===== config.mk =====
export PLATFORM = sky130hd
export DESIGN_NAME = bpt_cmd_queue
export DESIGN_NICKNAME = d
export VERILOG_FILES = /design/src/design/bpt_pkg.sv /design/src/design/bpt_cmd_queue.sv
export SDC_FILE = /design/constraint.sdc
export NUM_CORES = 1
export LEC_CHECK = 0
export BUFFER_PORTS_ARGS = -buffer_cell sky130_fd_sc_hd__buf_2
export CORE_MARGIN = 2
export CORE_UTILIZATION = 55
export DETAILED_ROUTE_END_ITERATION = 7
export HOLD_SLACK_MARGIN = 0.1
export MAX_ROUTING_LAYER = met4
export PLACE_DENSITY = 0.77
export SLEW_MARGIN = 10
export SYNTH_ARGS = -nofsm -noshare
export SYNTH_HDL_FRONTEND = slang
export SYNTH_SLANG_ARGS = --single-unit

===== constraint.sdc =====
create_clock -name i_clk -period 3.8 [get_ports i_clk]
set_input_delay 0.76 -clock i_clk [delete_from_list [all_inputs] [get_ports i_clk]]
set_output_delay 0.76 -clock i_clk [all_outputs]
set_load 0.01 [all_outputs]

===== src/design/bpt_pkg.sv =====
// Shared constants, codes and payload types of the bounded pheromone table.
package bpt_pkg;

    localparam int MAX_VERTICES = 64;
    localparam int STORE_DEPTH  = MAX_VERTICES * MAX_VERTICES;
    localparam int ADDR_W       = $clog2(STORE_DEPTH);
    localparam int IDX_W        = (MAX_VERTICES > 2) ? $clog2(MAX_VERTICES) : 1;
    localparam int CNT_W        = $clog2(MAX_VERTICES + 1);
    localparam int VC_W         = 7;
    localparam int CMP_W        = (VC_W > CNT_W) ? VC_W : CNT_W;

    localparam int OP_W       = 3;
    localparam int ROW_W      = 6;
    localparam int AMT_W      = 17;
    localparam int VAL_W      = 32;
    localparam int DECAY_W    = 16;
    localparam int INV_W      = 24;
    localparam int FLOOR_W    = 16;
    localparam int FRAC_W     = 16;
    localparam int CFG_IDX_W  = 2;
    localparam int CFG_DATA_W = 24;

    localparam logic [VAL_W-1:0]   ONE_Q16         = 32'h0001_0000;
    localparam logic [VC_W-1:0]    RST_VERTEX      = 7'd64;
    localparam logic [DECAY_W-1:0] RST_DECAY       = 16'd52429;
    localparam logic [INV_W-1:0]   RST_INV         = 24'd327680;
    localparam logic [FLOOR_W-1:0] RST_FLOOR_RATIO = 16'd328;

    localparam int CMDQ_DEPTH = 4;
    localparam int CMDQ_PTR_W = $clog2(CMDQ_DEPTH);

    typedef enum logic [OP_W-1:0] {
        OP_INIT    = 3'd0,
        OP_EVAP    = 3'd1,
        OP_DEPOSIT = 3'd2,
        OP_OFFER   = 3'd3,
        OP_READ    = 3'd4
    } t_op;

    typedef enum logic [CFG_IDX_W-1:0] {
        CFG_VERTEX_COUNT      = 2'd0,
        CFG_DECAY             = 2'd1,
        CFG_INV_ONE_MINUS_RHO = 2'd2,
        CFG_FLOOR_RATIO       = 2'd3
    } t_cfg_reg;

    typedef enum logic [3:0] {
        ST_IDLE,
        ST_INIT,
        ST_EVAP,
        ST_DEP_WAIT,
        ST_BEST_MAX,
        ST_BEST_MIN,
        ST_FETCH,
        ST_DATA
    } t_state;

    typedef struct packed {
        logic [OP_W-1:0]  opcode;
        logic [ROW_W-1:0] row;
        logic [ROW_W-1:0] col;
        logic [AMT_W-1:0] amount;
    } t_in;

    typedef struct packed {
        logic [VAL_W-1:0] entry_value;
        logic [AMT_W-1:0] best_score;
        logic [VAL_W-1:0] lower_bound;
        logic [VAL_W-1:0] upper_bound;
        logic             improved;
        logic             status;
    } t_result;

    typedef struct packed {
        logic [OP_W-1:0]   op;
        logic [ADDR_W-1:0] addr;
        logic              bad;
        logic [AMT_W-1:0]  amount;
    } t_cmd;

    typedef struct packed {
        logic [CNT_W-1:0]   count;
        logic [DECAY_W-1:0] decay;
        logic [INV_W-1:0]   inv_one_minus_rho;
        logic [FLOOR_W-1:0] floor_ratio;
    } t_cfg;

endpackage


===== src/design/bpt_cmd_queue.sv =====
// Short command queue that decouples the front end from the execution back end.
module bpt_cmd_queue
    import bpt_pkg::*;
(
    input  logic i_clk,
    input  logic i_rst_n,
    input  logic i_push,
    input  t_cmd i_cmd,
    output logic o_full,
    output logic o_valid,
    input  logic i_pop,
    output t_cmd o_cmd
);

    t_cmd              r_q [CMDQ_DEPTH];
    logic [CMDQ_PTR_W:0] r_wr_ptr;
    logic [CMDQ_PTR_W:0] r_rd_ptr;

    assign o_valid = (r_wr_ptr != r_rd_ptr);
    assign o_full  = (r_wr_ptr[CMDQ_PTR_W] != r_rd_ptr[CMDQ_PTR_W])
                     && (r_wr_ptr[CMDQ_PTR_W-1:0] == r_rd_ptr[CMDQ_PTR_W-1:0]);
    assign o_cmd   = r_q[r_rd_ptr[CMDQ_PTR_W-1:0]];

    always_ff @(posedge i_clk) begin
        if (!i_rst_n) begin
            r_wr_ptr <= '0;
            r_rd_ptr <= '0;
        end else begin
            if (i_push && !o_full) begin
                r_wr_ptr <= r_wr_ptr + (CMDQ_PTR_W+1)'(1);
            end
            if (i_pop && o_valid) begin
                r_rd_ptr <= r_rd_ptr + (CMDQ_PTR_W+1)'(1);
            end
        end
    end

    always_ff @(posedge i_clk) begin
        if (i_push && !o_full) begin
            r_q[r_wr_ptr[CMDQ_PTR_W-1:0]] <= i_cmd;
        end
    end

endmodule


==> impl_results.md <==
- Outcome: finished clean
- Max_cap viols: 0
- Clock Latency Late Sink: 0.51 ns
- Largest net degree at the start of global routing: 34
- #FFs+latches synth: 140
- Area grow syn2layout: 20.24%
- CP Capture Type: output pin
- Hold Crit Class: input pin to flop
- DR iter-0 viols: 101
- Vias in the first global route: 2651
- Post-Synth XOR/XNOR Area: 0.9864%
- Die area: between 0.01 and 0.015 sq mm
- Critical path arrival: 2.23 ns
- Die Ht: roughly 100 microns
- Initial core utilization: a little under three fifths
- Fmax: 0.3344 GHz
- CTS tree: done
- Post-synthesis cell count: 241
- Post-CTS Resized: 0
- Tcrit/Tclk final: 78.71%
- CP Class: flop to output pin
- Chip Width: 102.4 microns
- Clock root cell: clkbuf_8
- Syn_area_per_cell: ~22 sq um
- Static Leak: 2.214 nW
- Compound-Gate Fraction of Synth Area: 2.372%
- Drt via density: around 5.6
- Initial antenna violation count: 0
- Register area share after synthesis: about 77%
- Cell Area, Synth: 0.005328 sq mm
- Fin crit period: 2.991 ns
- Power Dens Cells: 729.8 mW/mm^2
- Setup violators final: 0
- GRT Total Usage: 20.17%
- Synth Area in Simple Gates: around 2.5%
- Drt pass-1 iters: 4
- Setup bufs post-CTS: 0
- Synth Area in Adders: 1.174%
- Crit start category: flop
- RSZ-0062 raised after global routing: no
- First-pass GRT wire length: 14350 microns
- Synth warnings: 0
- Mux share of post-synthesis cell area: 13.95%
- Total routed wirelength: around 9400 microns
- Rows: 35
- Grt total ovfl: 0
- Clk sinks: 140
- Finished Layout Cells: 465
- Endpoints failing hold: 0
- Slew @ Worst Pin: 0.9088 ns
- Post-route clock skew: 0.007483 ns
- Slew headroom: 39.41%
- Post-Syn Nets: 283
- Drt wl/cell: 20.27 microns
- Clock buffer depth: 2
- Placed insts: 435
- Post-synthesis cell type count: 29
- PortBufs: 71
- IO Count: 72
- Antenna Nets Post-Route: 0
- CTS Hold Bufs: 0
- Register clock-pin slew on the reported worst setup and hold paths: 0.06 ns
- Post-DP HPWL: 5741 microns
- Worst vdd ir: 391.5 uV
- Fin Setup TNS: 0 ns
- TritonCTS buffer count: 17
- Share of cells above drive strength 1: 43.15%
- H-tree depth: 4
- Detailed-route DRC error count: 0
- Diode count: 0
- Routed vias: roughly 2600
- Crit path required time: 3.04 ns
- RD Place Congestion: 0.7869
- Slew Limit Fails: 0
- Core Box Area: between 0.009 and 0.01 sq mm
- Largest family of logic cells by synthesized area: multiplexers
- Largest fanout on the critical path: 15
- Layout Nets: 367
power breakdown:
part | switching [mW] | internal (mW)
registers | 0.143 | 1.96
clock network | 0.620 | 0.999
logic | 0.509 | 0.442
cell usage after synthesis:
library cell	instances	area, sq um
a211o_1	4	35.03
a211oi_1	1	7.510
a21oi_1	2	10.01
a31oi_1	2	12.51
a41oi_1	2	17.52
and2_1	4	25.02
and3_2	1	7.510
buf_1	1	3.750
buf_2	4	20.02
buf_4	3	22.52
buf_6	1	11.26
clkbuf_4	1	7.510
dfxtp_1	8	160.2
edfxtp_1	132	3964
ha_1	5	62.56
inv_1	5	18.77
mux4_2	33	743.2
nand2_1	4	15.01
nand3_1	3	15.01
nand3b_1	4	30.03
nand4_1	2	12.51
nor2_1	2	7.510
nor3_1	3	15.01
o211ai_1	2	15.01
o21ai_0	4	20.02
o31a_1	1	8.760
or4_1	1	7.510
xnor2_1	3	26.28
xor2_1	3	26.28
cells in the final DEF (no fill, tap or decap), types with 4 or more instances in the layout:
| master | instances |
|---|---|
| clkbuf_16 | 16 |
| clkinv_4 | 4 |
| buf_4 | 4 |
| ha_1 | 5 |
| buf_2 | 71 |
| a211o_1 | 4 |
| mux4_2 | 33 |
| edfxtp_1 | 132 |
| o21ai_0 | 4 |
| nand2_1 | 4 |
| nand3b_1 | 4 |
| inv_1 | 5 |
| dfxtp_1 | 6 |
per-stage QoR:
stage	instance area [sq um]	power, mW	hold WS (ns)	utilization (%)	setup WS [ns]
2_1_floorplan	5328	2.740	0.5014	-	1.030
3_3_place_gp	5823	3.080	0.5278	62.43	1.316
3_5_place_dp	5823	3.106	0.5404	62.43	1.291
4_1_cts	6406	4.722	0.4413	68.68	0.7300
5_1_grt	6406	4.885	0.4467	68.68	0.6381
6_report	6406	4.675	0.4601	68.68	0.8092
layer usage:
layer | track usage (%) | part of all wire [%] | vias to the layer above
met4 | 6.769 | 0.90 | 0
met5 | - | 0 | -
li1 | - | - | 1187
met3 | 5.882 | 4.3 | 6
met1 | 24.85 | 43 | 1347
met2 | 32.38 | 52 | 77
critical path, cell delays in order, from the launching register on:
cell,delay (ns)
dfxtp_2,0.67
buf_4,0.34
mux4_2,0.54
buf_2,0.16
registers in the layout (all words and copies together) (netlist names), named ones only:
| register | cells |
|---|---|
| r_wr_ptr | 3 |
| r_q | 132 |
| r_rd_ptr | 3 |
logic make-up after synthesis:
kind of cell	after synthesis
AOI/OAI and AO/OA	18
DFF	140
buffers and inverters	15
adders and majority gates	5
muxes	33
and+or+nand+nor	24
xor gates and xnor gates	6
worst paths after layout:
path / from / end / slack, ns / cells after the start
hold reg to reg: r_wr_ptr[2] / r_wr_ptr[2] / 0.55 / 2
hold / removal: i_cmd[25] / r_q[0][25] / 0.46 / 1
setup / recovery: flop / o_cmd[2] / 0.81 / 3
setup reg to reg: r_wr_ptr[0] / r_q[3][30] / 1.48 / 4
final cells by class:
type                    instances  area [sq um]
clock inverters                13         168.9
inverters                       5         18.77
flip-flops and latches        140          4126
fillers                       603          2922
clock buffers                  17         414.1
well taps                     129         161.4
repair buffers                 75         385.4
multi-input cells              86          1131
Note: power is estimated with default switching activity, not from simulation.
