### src/design/bpt_pkg.sv
// Shared constants, codes and payload types of the bounded pheromone table.
package bpt_pkg;

    localparam int MAX_VERTICES = 64;
    localparam int STORE_DEPTH  = MAX_VERTICES * MAX_VERTICES;
    localparam int ADDR_W       = $clog2(STORE_DEPTH);
    localparam int IDX_W        = (MAX_VERTICES > 2) ? $clog2(MAX_VERTICES) : 1;
    localparam int CNT_W        = $clog2(MAX_VERTICES + 1);
    localparam int VC_W         = 7;
    localparam int CMP_W        = (VC_W > CNT_W) ? VC_W : CNT_W;

    localparam int OP_W       = 3;
    localparam int ROW_W      = 6;
    localparam int AMT_W      = 17;
    localparam int VAL_W      = 32;
    localparam int DECAY_W    = 16;
    localparam int INV_W      = 24;
    localparam int FLOOR_W    = 16;
    localparam int FRAC_W     = 16;
    localparam int CFG_IDX_W  = 2;
    localparam int CFG_DATA_W = 24;

    localparam logic [VAL_W-1:0]   ONE_Q16         = 32'h0001_0000;
    localparam logic [VC_W-1:0]    RST_VERTEX      = 7'd64;
    localparam logic [DECAY_W-1:0] RST_DECAY       = 16'd52429;
    localparam logic [INV_W-1:0]   RST_INV         = 24'd327680;
    localparam logic [FLOOR_W-1:0] RST_FLOOR_RATIO = 16'd328;

    localparam int CMDQ_DEPTH = 4;
    localparam int CMDQ_PTR_W = $clog2(CMDQ_DEPTH);

    typedef enum logic [OP_W-1:0] {
        OP_INIT    = 3'd0,
        OP_EVAP    = 3'd1,
        OP_DEPOSIT = 3'd2,
        OP_OFFER   = 3'd3,
        OP_READ    = 3'd4
    } t_op;

    typedef enum logic [CFG_IDX_W-1:0] {
        CFG_VERTEX_COUNT      = 2'd0,
        CFG_DECAY             = 2'd1,
        CFG_INV_ONE_MINUS_RHO = 2'd2,
        CFG_FLOOR_RATIO       = 2'd3
    } t_cfg_reg;

    typedef enum logic [3:0] {
        ST_IDLE,
        ST_INIT,
        ST_EVAP,
        ST_DEP_WAIT,
        ST_BEST_MAX,
        ST_BEST_MIN,
        ST_FETCH,
        ST_DATA
    } t_state;

    typedef struct packed {
        logic [OP_W-1:0]  opcode;
        logic [ROW_W-1:0] row;
        logic [ROW_W-1:0] col;
        logic [AMT_W-1:0] amount;
    } t_in;

    typedef struct packed {
        logic [VAL_W-1:0] entry_value;
        logic [AMT_W-1:0] best_score;
        logic [VAL_W-1:0] lower_bound;
        logic [VAL_W-1:0] upper_bound;
        logic             improved;
        logic             status;
    } t_result;

    typedef struct packed {
        logic [OP_W-1:0]   op;
        logic [ADDR_W-1:0] addr;
        logic              bad;
        logic [AMT_W-1:0]  amount;
    } t_cmd;

    typedef struct packed {
        logic [CNT_W-1:0]   count;
        logic [DECAY_W-1:0] decay;
        logic [INV_W-1:0]   inv_one_minus_rho;
        logic [FLOOR_W-1:0] floor_ratio;
    } t_cfg;

endpackage

### src/design/bpt_front.sv
// Front end: configuration registers and classification of incoming item beats.
module bpt_front
    import bpt_pkg::*;
(
    input  logic                  i_clk,
    input  logic                  i_rst_n,
    input  logic                  push,
    output logic                  full,
    input  t_in                   i_item,
    input  logic                  i_cfg_valid,
    output logic                  o_cfg_ready,
    input  logic [CFG_IDX_W-1:0]  i_cfg_index,
    input  logic [CFG_DATA_W-1:0] i_cfg_data,
    output t_cfg                  o_cfg,
    output logic                  o_cmd_push,
    output t_cmd                  o_cmd,
    input  logic                  i_cmd_full
);

    logic [VC_W-1:0]    r_vertex_count;
    logic [DECAY_W-1:0] r_decay;
    logic [INV_W-1:0]   r_inv;
    logic [FLOOR_W-1:0] r_floor_ratio;
    logic [CMP_W-1:0]   count_ext;
    logic [CMP_W-1:0]   row_ext;
    logic [CMP_W-1:0]   col_ext;

    always_ff @(posedge i_clk) begin
        if (!i_rst_n) begin
            r_vertex_count <= RST_VERTEX;
            r_decay        <= RST_DECAY;
            r_inv          <= RST_INV;
            r_floor_ratio  <= RST_FLOOR_RATIO;
        end else if (i_cfg_valid) begin
            unique case (t_cfg_reg'(i_cfg_index))
                CFG_VERTEX_COUNT:      r_vertex_count <= i_cfg_data[VC_W-1:0];
                CFG_DECAY:             r_decay        <= i_cfg_data[DECAY_W-1:0];
                CFG_INV_ONE_MINUS_RHO: r_inv          <= i_cfg_data[INV_W-1:0];
                CFG_FLOOR_RATIO:       r_floor_ratio  <= i_cfg_data[FLOOR_W-1:0];
                default: begin
                end
            endcase
        end
    end

    assign o_cfg_ready = 1'b1;

    always_comb begin
        if (CMP_W'(r_vertex_count) > CMP_W'(MAX_VERTICES)) begin
            count_ext = CMP_W'(MAX_VERTICES);
        end else begin
            count_ext = CMP_W'(r_vertex_count);
        end
    end

    assign row_ext = CMP_W'(i_item.row);
    assign col_ext = CMP_W'(i_item.col);

    always_comb begin
        o_cfg.count             = count_ext[CNT_W-1:0];
        o_cfg.decay             = r_decay;
        o_cfg.inv_one_minus_rho = r_inv;
        o_cfg.floor_ratio       = r_floor_ratio;
    end

    always_comb begin
        o_cmd.op     = i_item.opcode;
        o_cmd.addr   = ADDR_W'(ADDR_W'(i_item.row) * ADDR_W'(MAX_VERTICES)
                       + ADDR_W'(i_item.col));
        o_cmd.bad    = (row_ext >= count_ext) || (col_ext >= count_ext);
        o_cmd.amount = i_item.amount;
    end

    assign full       = i_cmd_full;
    assign o_cmd_push = push && !i_cmd_full;

endmodule

### config.mk
export PLATFORM = sky130hd
export DESIGN_NAME = bpt_front
export DESIGN_NICKNAME = d
export VERILOG_FILES = /design/src/design/bpt_pkg.sv /design/src/design/bpt_front.sv
export SDC_FILE = /design/constraint.sdc
export NUM_CORES = 1
export LEC_CHECK = 0
export BUFFER_PORTS_ARGS = -buffer_cell sky130_fd_sc_hd__buf_2
export CAP_MARGIN = 20
export CORE_ASPECT_RATIO = 1.75
export CORE_MARGIN = 10
export CORE_UTILIZATION = 38
export CTS_CLUSTER_DIAMETER = 80
export CTS_CLUSTER_SIZE = 14
export DETAILED_ROUTE_END_ITERATION = 16
export GPL_ROUTABILITY_DRIVEN = 0
export MAX_ROUTING_LAYER = met4
export PLACE_DENSITY = 0.67
export SYNTH_ARGS = -nofsm -noshare
export SYNTH_HDL_FRONTEND = slang
export SYNTH_SLANG_ARGS = --single-unit
### constraint.sdc
create_clock -name i_clk -period 2.1 [get_ports i_clk]
set_input_delay 0.42 -clock i_clk [delete_from_list [all_inputs] [get_ports i_clk]]
set_output_delay 0.42 -clock i_clk [all_outputs]
set_load 0.03 [all_outputs]
==> out/metrics.yaml, run 1 <==
antenna_cells: 0
holdWs_ps: 314
critPathKind: "flip-flop to output pin"
die_area_mm2: 0.0117
yosysTopAreaCellShare_pct: 43.5
post-route-min-period_ps: 2370
period_share_pct: 113
drtIter0Drc: 84
grt.busiest_layer: "met2"
path_clk_slew_ps: 50
io-pin-count: 162
cts_tree: "built"
critical-path-slowest-cell: "dfxtp_2"
async_reset_ff_share_pct: 0
synthDistinctLibCells: 27
max_cap_violations: 0
antenna_found_initial: 0
synth-main-ff-cell: "dfxtp_1"
numPortBuffers: 120
ys_ff_latch: 63
nets: 510
dp_worst_setup_slack_ps: -161
grt_util_met1_pct: 12.8
yosysSeqAreaShare_pct: 43.5
vdd_drop_max_mv: 0.600
rows: 42
drv_slew: 0
endpoint_kind: "output pin"
initial_utilization_pct: 38.6
num_vias: 2568
fin_setup_tns_ps: -265
seqCellArea_mm2: 0.00126
clockRootBuffer: "clkbuf_16"
critPathMaxFanout: 4
syn_area_mm2: 0.00290
use_met3_pct: 3.98
grt_use_met2_pct: 26.7
multi_input_area_mm2: 0.00136
fin_util_pct: 49.8
ant_nets: 0
grt_start_max_net_pins: 38
finalClockSkew_ps: 0
path_common_cell: "buf_6"
ctsLongestPathBuffers: 2
status: "complete, but fails checks"
syn2layout_area_growth_pct: 29.1
grt_pass1_wl_mm: 13.2
synth-compound-area-share_pct: 12.9
drtPass1Iterations: 4
routed_wl_mm: 8.31
cts_made_buffers: 9
synth_fa_ha_area_share_pct: 5.17
muxShareOfSynthArea_pct: 2.41
cts_hold_buf: 0
overflow: 0
violations: "setup timing"
die-height_um: 136
synth_cells: 349
avgRoutedWirePerCell_um: 15.7
yosys.cell_count.top_type: "nand2_1"
synthTopCellsByCount: "116 x nand2_1, 63 x dfxtp_1, 37 x buf_4, 26 x a21boi_1, 16 x a21boi_0"
max_slew_margin_pct: 36.6
power_mw: 3.12
drc: 0
cp.arrival_ps: 1950
place.detailed.hpwl_mm: 6.47
hold_violations: 0
yosys-top-cells-area: "dfxtp_1 43%, nand2_1 15%, buf_4 9.6%"
synth_edf_count: 0
clk_latency_ps: 320
drive_gt1_share_pct: 35.7
core_mm2: 0.00751
clock-sinks: 63
yosysWarnings: 0
first_global_vias: 2721
synth_area_leader_cell: "dfxtp_1"
die_width_um: 86.1
crit_required_ps: 1680
worst_slack_ps: -265
grt_usage_pct: 14.5
cp_cell_sequence: "buf_6, nor2b_4, ha_4, nand2b_4, a31oi_4, o21ai_1, a22oi_1, a21oi_2, buf_6"
fillers: 760
syn_avg_cell_area_um2: 8.31
max_stage_delay_ps: 330
h-tree-depth: 3
start_kind: "flip-flop"
setup_viol: 1
rsz0062_at_grt: "yes"
worst_pin_slew_ps: 951
viasPerCell: 4.86
leakage_nw: 1.78
hold_path.class: "input port to flip-flop"
max_freq_mhz: 423
p_per_area_mw_per_mm2: 833
syn_nets: 424
synth_simple_gate_area_share_pct: 22.4
synth_top_family_by_area: "simple AND/OR/NAND/NOR gates"
synth_xor_area_share_pct: 0
==> placed cells by master, fill, tap and decap left out, drive strengths merged, types with 2 or more instances in the layout <==
cell type	n
ha	12
inv	7
nand2	116
clkbuf	12
a31oi	2
nand2b	7
nor2b	8
dfxtp	63
nor2	2
mux2i	7
a21o	2
a21boi	42
nand3	15
a21oi	3
buf	129
o21ai	2
clkinv	3
==> cells by family after synthesis <==
logic type	after synthesis
adders and majority gates	12
AOI/OAI and AO/OA	52
other	1
DFF	63
muxes	7
and+or+nand+nor	153
buffers and inverters	61
==> where the power goes <==
part	total (mW)	switching (mW)	internal [mW]
logic	0.415	0.268	0.147
clock network	1.44	0.494	0.944
registers	1.27	0.0230	1.24
==> state kept, by name, summed over array words and instances, names as in the netlist <==
| name | count |
|---|---|
| r_decay | 16 |
| r_floor_ratio | 16 |
| r_inv | 24 |
| r_vertex_count | 7 |
==> path summary, 6_finish.rpt <==
check	startpoint	endpoint	slack [ps]	cells past startpoint
max	r_vertex_count[6]$_SDFFE_PN1P_	o_cmd[17]	-270	9
min	i_cfg_data[18]	r_inv[18]$_SDFFE_PN1P_	310	3
max reg2reg	r_vertex_count[6]$_SDFFE_PN1P_	r_vertex_count[6]$_SDFFE_PN1P_	1290	3
min reg2reg	r_inv[14]$_SDFFE_PN0P_	r_inv[14]$_SDFFE_PN0P_	450	2
==> per-stage QoR <==
stage | instance area, um^2 | std cells
after floorplan | 2910 | 349
after global placement | 3340 | 512
after detailed placement | 3340 | 512
after CTS | 3740 | 528
after global routing | 3740 | 528
final | 3740 | 528
==> critical path, delay by kind of cell (launching register included) <==
kind            cells  cell delay, ps
simple gates        2             300
buf+inv             2             250
fa+ha+maj           1             220
compound gates      4             520
flops               1             330
==> metal layers <==
layer  up-vias  part of all wire, %
met5         -                    0
met4         0                  3.5
met3        26                  7.0
met2        83                   54
met1      1196                   35
li1       1263                    -
==> what timing repair did <==
action / CTS / global route
buffers inserted: 0 / 0
endpoints found under the setup margin: 1 / 1
pin swaps: 8 / 0
gates resized for setup: 17 / 0
==> area by class of cell <==
type,instances,area share [%]
Multi-Input combinational cell,225,36.4
Clock buffer,12,6.58
Tap cell,88,2.94
Sequential cell,63,33.7
Inverter,7,0.702
Timing Repair Buffer,129,18.4
Clock inverter,4,1.20
No activity file was read; power rests on OpenSTA's default activity.
==> inputs of run 2 (changes only) <==
--- a/config.mk
+++ b/config.mk
@@ -9,13 +9,14 @@
 export CAP_MARGIN = 20
 export CORE_ASPECT_RATIO = 1.75
 export CORE_MARGIN = 10
-export CORE_UTILIZATION = 38
+export CORE_UTILIZATION = 44
 export CTS_CLUSTER_DIAMETER = 80
 export CTS_CLUSTER_SIZE = 14
 export DETAILED_ROUTE_END_ITERATION = 16
 export GPL_ROUTABILITY_DRIVEN = 0
 export MAX_ROUTING_LAYER = met4
-export PLACE_DENSITY = 0.67
+export PLACE_DENSITY = 0.77
+export SLEW_MARGIN = 5
 export SYNTH_ARGS = -nofsm -noshare
 export SYNTH_HDL_FRONTEND = slang
 export SYNTH_SLANG_ARGS = --single-unit
==> constraint.sdc (replaced) <==
create_clock -name i_clk -period 2.1 [get_ports i_clk]
set_input_delay 0.105 -clock i_clk [delete_from_list [all_inputs] [get_ports i_clk]]
set_output_delay 0.105 -clock i_clk [all_outputs]
set_load 0.03 [all_outputs]
==> run 2 against run 1 <==
The run now ends clean. Count of clock-buffer cells in the layout up 1. Die area fell by 11%. Non-clock buffer count shrank 1. Cell count is 1.3% lower. Routed wire length decreased by 0.61%. Power up 1.6%. Clock power increased by 4%. Critical path type unchanged. Highest routed layer unchanged.
==> out/metrics.yaml, run 2 (same netlist as run 1, synthesis figures left out) <==
max_stage_delay_ps: 360  # +30 ps
dp_worst_setup_slack_ps: 253  # +414 ps
die-height_um: 127  # -6.0%
cp.arrival_ps: 1940  # about the same
drc: 0  # unchanged
drtIter0Drc: 150  # +79%
worst_slack_ps: 53.1  # +319 ps
clk_latency_ps: 310  # about the same
num_vias: 2571  # +0.12%
hold_path.class: "input port to flip-flop"
io-pin-count: 162  # unchanged
max_cap_violations: 0  # unchanged
max_slew_margin_pct: 54.3  # +18 points
regMostFlops: "r_inv"
ff2ff_path_depth: 3  # unchanged
p_per_area_mw_per_mm2: 856  # +2.8%
core_mm2: 0.00649  # -14%
leakage_nw: 1.79  # +0.49%
post-route-min-period_ps: 2050  # -319 ps
final_common_cell: "buf_2"
finalClockSkew_ps: 0  # unchanged
finalNonFillerCells: 521  # -1.3%
hold_start: "i_cfg_data[22]"
avgRoutedWirePerCell_um: 15.8  # +0.72%
critical-path-slowest-cell: "dfxtp_4"
period_share_pct: 97.5  # -15 points
routed_wl_mm: 8.25  # -0.61%
path_clk_slew_ps: 50  # about the same
max_freq_mhz: 489  # +16%
r2r_setup_slack_ps: 1280  # about the same
syn2layout_area_growth_pct: 27.6
critPathMaxFanout: 4  # unchanged
rsz0062_at_grt: "yes"
ctsLongestPathBuffers: 2  # unchanged
timing.rr.start: "r_vertex_count[6]$_SDFFE_PN1P_"
hold_violations: 0  # unchanged
numPortBuffers: 120  # unchanged
rows: 39  # -7.1%
fin_util_pct: 57.1  # +7.2 points
fin_setup_tns_ps: 0  # +265 ps
rr_endpoint: "r_vertex_count[6]$_SDFFE_PN1P_"
initial_utilization_pct: 44.7  # +6.1 points
cts_made_buffers: 9  # unchanged
cp_cell_sequence: "nand2b_4, ha_4, a21o_1, a31oi_2, o21ai_1, a22oi_1, a21oi_1, buf_4"
h-tree-depth: 3  # unchanged
first_global_vias: 2586  # -5.0%
status: "completed"
clockRootBuffer: "clkbuf_16"
grt_start_max_net_pins: 64  # +68%
endpoint_kind: "output pin"
grt_usage_pct: 16.1  # +1.6 points
nets: 509  # -0.20%
start_kind: "flip-flop"
cts_tree: "built"
dp.cells: 502  # -2.0%
setup_viol: 0  # -1
largest_reg_flops: 24  # unchanged
clock-sinks: 63  # unchanged
overflow: 0  # unchanged
final_cell_mix: "119 x buf_2, 116 x nand2_1, 61 x dfxtp_1"
critPathKind: "flip-flop to output pin"
worst_pin_slew_ps: 684  # -267 ps
min_to: "r_inv[22]$_SDFFE_PN0P_"
die_area_mm2: 0.0104  # -11%
power_mw: 3.17  # +1.6%
vdd_drop_max_mv: 0.566  # -5.6%
grt_pass1_wl_mm: 12.7  # -3.4%
min_path_cells: 3  # unchanged
die_width_um: 81.4  # -5.4%
drive_gt1_share_pct: 35.1  # -0.60 points
place.detailed.hpwl_mm: 6.18  # -4.4%
drv_slew: 0  # unchanged
drtPass1Iterations: 4  # unchanged
antenna_found_initial: 0  # unchanged
viasPerCell: 4.93  # +1.5%
reg.largest.list: "r_inv x24, r_decay x16, r_floor_ratio x16"
crit_required_ps: 2000  # +320 ps
ant_nets: 0  # unchanged
antenna_cells: 0  # unchanged
[run 2: per-stage QoR]
stage | hold slack (ps) | instance area, um^2
global placement | 210 | 3280
detailed placement | 210 | 3280
floorplan | 229 | 2900
finish | 21.6 | 3700
CTS | 8.45 | 3630
global route | 26.9 | 3700
[run 2: worst max path at each step]
stage	startpoint	endpoint	slack (ps)	depth (start not counted)
floorplan	r_vertex_count[6]$_SDFFE_PN1P_	o_cmd[17]	10	7
global placement	r_vertex_count[6]$_SDFFE_PN1P_	o_cmd[17]	290	8
detailed placement	r_vertex_count[0]$_SDFFE_PN0P_	o_cmd[17]	250	8
CTS	r_vertex_count[6]$_SDFFE_PN1P_	o_cmd[17]	4	8
global route	r_vertex_count[6]$_SDFFE_PN1P_	o_cmd[17]	-40	8
finish	r_vertex_count[6]$_SDFFE_PN1P_	o_cmd[17]	50	8
[run 2: power breakdown]
part / switching (mW) / internal (mW) / total, mW
Clock: 0.491 / 1.01 / 1.50
Combinational: 0.261 / 0.140 / 0.402
Sequential: 0.0240 / 1.24 / 1.27
Total: 0.777 / 2.39 / 3.17
[run 2: metal layers]
layer | global-route usage [%] | up-vias | share of wire (%) | wire (um)
li1 | - | 1258 | - | -
met1 | 15.7 | 1187 | 37 | 3030
met2 | 27.7 | 103 | 53 | 4350
met3 | 3.37 | 23 | 6.9 | 572
met4 | 10.1 | 0 | 3.7 | 302
met5 | - | - | 0 | 0
[run 2: area by class of cell]
type / instances / area [um^2]
fill: 592 / 2790
clock buffer: 13 / 270
inverter: 7 / 26.3
clock inverter: 3 / 40.0
multi-input combinational: 225 / 1330
sequential: 63 / 1270
tap: 82 / 103
timing repair buffer: 128 / 668
[run 2: worst max-delay path: cells and delay by family (launching register included)]
| kind | cells | cell delay [ps] |
|---|---|---|
| DFF | 1 | 360 |
| and+or+nand+nor | 1 | 170 |
| AOI/OAI and AO/OA | 5 | 700 |
| buffers and inverters | 1 | 170 |
| adders and majority gates | 1 | 220 |
[run 2: repair_timing]
| item | 4_1_cts | 5_1_grt |
|---|---|---|
| gates resized for setup | 6 | 11 |
| endpoints found under the setup margin | 1 | 1 |
| pin swaps | 2 | 7 |
| cloned | 0 | 0 |
| buffers inserted | 0 | 1 |
| hold buffers | 2 | 0 |
| hold endpoints to repair | 2 | 0 |
==> inputs of run 3 (changes only) <==
--- a/config.mk
+++ b/config.mk
@@ -9,13 +9,14 @@
 export CAP_MARGIN = 20
 export CORE_ASPECT_RATIO = 1.75
 export CORE_MARGIN = 10
-export CORE_UTILIZATION = 44
+export CORE_UTILIZATION = 48
 export CTS_CLUSTER_DIAMETER = 80
 export CTS_CLUSTER_SIZE = 14
 export DETAILED_ROUTE_END_ITERATION = 16
 export GPL_ROUTABILITY_DRIVEN = 0
+export GPL_TIMING_DRIVEN = 0
 export MAX_ROUTING_LAYER = met4
-export PLACE_DENSITY = 0.77
+export PLACE_DENSITY = 0.83
 export SLEW_MARGIN = 5
 export SYNTH_ARGS = -nofsm -noshare
 export SYNTH_HDL_FRONTEND = slang
==> constraint.sdc (replaced) <==
create_clock -name i_clk -period 2.7 [get_ports i_clk]
set_input_delay 0.135 -clock i_clk [delete_from_list [all_inputs] [get_ports i_clk]]
set_output_delay 0.135 -clock i_clk [all_outputs]
set_load 0.03 [all_outputs]
==> run 3 against run 2 <==
Die area decreased by 6.7%. Sequential share of layout area is 2.1 points lower. Critical path depth did not move. Clock skew is the same. Sequential cell count stayed put. Cell count up 12%. Global-route usage grew 3.1 points. Setup slack improved by 350 ps. Worst hold slack improved by 5.1 ps. First-iteration DRC count shrank 52%. Largest cell class is now flip-flops and latches.
==> out/metrics.yaml, run 3 (same netlist as run 1, synthesis figures left out) <==
start_kind: "flip-flop"
critPathMaxFanout: 9  # +5
status: "completed"
drtPass1Iterations: 5  # +1
drtIter0Drc: 72  # -52%
final_common_cell: "buf_2"
routed_wl_mm: 9.07  # +9.8%
overflow: 0  # unchanged
drv_slew: 0  # unchanged
period_share_pct: 85.0
clockRootBuffer: "clkbuf_8"
io-pin-count: 162  # unchanged
cts_tree: "built"
reg.largest.list: "r_inv x24, r_decay x16, r_floor_ratio x16"
num_vias: 2837  # +10%
clock_power_share_pct: 39.0  # -8.4 points
critPathKind: "flip-flop to output pin"
setup_viol: 0  # unchanged
cts_made_buffers: 9  # unchanged
ant_nets: 0  # unchanged
grt_pass1_wl_mm: 14.1  # +11%
clock-sinks: 63  # unchanged
post-route-min-period_ps: 2290
p_int_mw: 1.65  # -31%
drc: 0  # unchanged
die_area_mm2: 0.00968  # -6.7%
viasPerCell: 4.87  # -1.4%
core_mm2: 0.00588  # -9.4%
max_freq_mhz: 436
clk_latency_ps: 340  # +30 ps
rsz0062_at_grt: "no"
ctsLongestPathBuffers: 2  # unchanged
antenna_found_initial: 0  # unchanged
cp.arrival_ps: 2160  # +220 ps
endpoint_kind: "output pin"
h-tree-depth: 3  # unchanged
path_clk_slew_ps: 70  # +20 ps
syn2layout_area_growth_pct: 35.3
initial_utilization_pct: 49.4  # +4.6 points
drive_gt1_share_pct: 39.4  # +4.3 points
final_cell_mix: "145 x buf_2, 116 x nand2_1, 63 x dfxtp_1"
postCtsSetupBuffers: 0  # unchanged
regMostFlops: "r_inv"
vdd_drop_max_mv: 0.432  # -24%
fin_setup_tns_ps: 0  # unchanged
p_per_area_mw_per_mm2: 577  # -33%
leakage_nw: 1.97  # +10%
place.detailed.hpwl_mm: 7.40  # +20%
max_slew_margin_pct: 65.0  # +11 points
grt_start_max_net_pins: 11  # -83%
nets: 576  # +13%
hold_violations: 0  # unchanged
p_comb_share_pct: 17.6  # +4.9 points
cts_hold_buf: 2  # unchanged
p_sw_mw: 0.615  # -21%
max_cap_violations: 0  # unchanged
crit_required_ps: 2570  # +570 ps
swShare_pct: 27.2  # +2.7 points
antenna_cells: 0  # unchanged
fin_util_pct: 66.8  # +9.7 points
first_global_vias: 2964  # +15%
die-height_um: 123  # -3.6%
grt_usage_pct: 19.2  # +3.1 points
finalClockSkew_ps: 0  # unchanged
seqPwrFrac_pct: 43.3  # +3.4 points
cts_resized: 0  # -6
numPortBuffers: 139  # +16%
largest_reg_flops: 24  # unchanged
rows: 37  # -5.1%
hold_path.class: "input port to flip-flop"
avgRoutedWirePerCell_um: 15.6  # -1.8%
worst_pin_slew_ps: 525  # -159 ps
die_width_um: 78.8  # -3.2%
[run 3: cell count changes in the layout (fill, tap and decap cells not counted), sizes merged]
cell / before / now
buf: 126 / 184
bufinv: 1 / 2
clkbuf: 13 / 20
[run 3: critical path, cell delays in order, from the launching register on]
cell      delay [ps]
dfxtp_1          460
nand2b_1         200
ha_1             260
a21o_1           160
a31oi_1          190
o21ai_0          130
a22oi_1          150
a21oi_1           80
buf_2            190
[run 3: worst paths after layout]
path	start	endpoint	cells after the start	slack (ps)
hold reg to reg	r_inv[5]$_SDFFE_PN0P_	r_inv[5]$_SDFFE_PN0P_	2	450
setup reg to reg	r_vertex_count[6]$_SDFFE_PN1P_	r_vertex_count[6]$_SDFFE_PN1P_	2	1970
hold / removal	i_cfg_data[22]	r_inv[22]$_SDFFE_PN0P_	3	30
setup / recovery	r_vertex_count[6]$_SDFFE_PN1P_	o_cmd[17]	8	410
[run 3: metrics by stage]
| step | total power, mW | area [um^2] | setup slack, ps | instances | hold WS, ps |
|---|---|---|---|---|---|
| detailed placement | 1.40 | 3690 | 747 | 566 | 351 |
| finish | 2.27 | 3930 | 406 | 583 | 26.7 |
| floorplan | 1.26 | 2900 | 581 | 349 | 259 |
| CTS | 2.29 | 3930 | 359 | 583 | 14.0 |
| global placement | 1.39 | 3690 | 744 | 566 | 343 |
| global route | 2.35 | 3930 | 235 | 583 | 31.9 |
[run 3: power by group through the flow]
stage          Clock [mW]  Combinational (mW)  Sequential, mW
4_1_cts             0.901               0.404           0.982
6_report            0.884               0.399           0.982
2_1_floorplan           0               0.200            1.06
5_1_grt             0.931               0.433           0.985
3_5_place_dp            0               0.401            1.00
3_3_place_gp            0               0.393            1.00
[run 3: cell type report]
type | instances | area (um^2)
multi-input combinational | 225 | 1250
clock buffer | 11 | 141
timing repair buffer | 141 | 716
sequential | 63 | 1260
tap | 78 | 97.6
buffer | 54 | 364
fill | 514 | 1950
clock inverter | 4 | 70.1
inverter | 7 | 26.3
[run 3: per-layer routing]
metal / vias up / wire length [um] / track usage, %
li1: 1391 / - / -
met1: 1310 / 3280 / 16.8
met2: 116 / 4780 / 35.1
met3: 20 / 731 / 6.59
met4: 0 / 276 / 10.1
met5: - / 0 / -
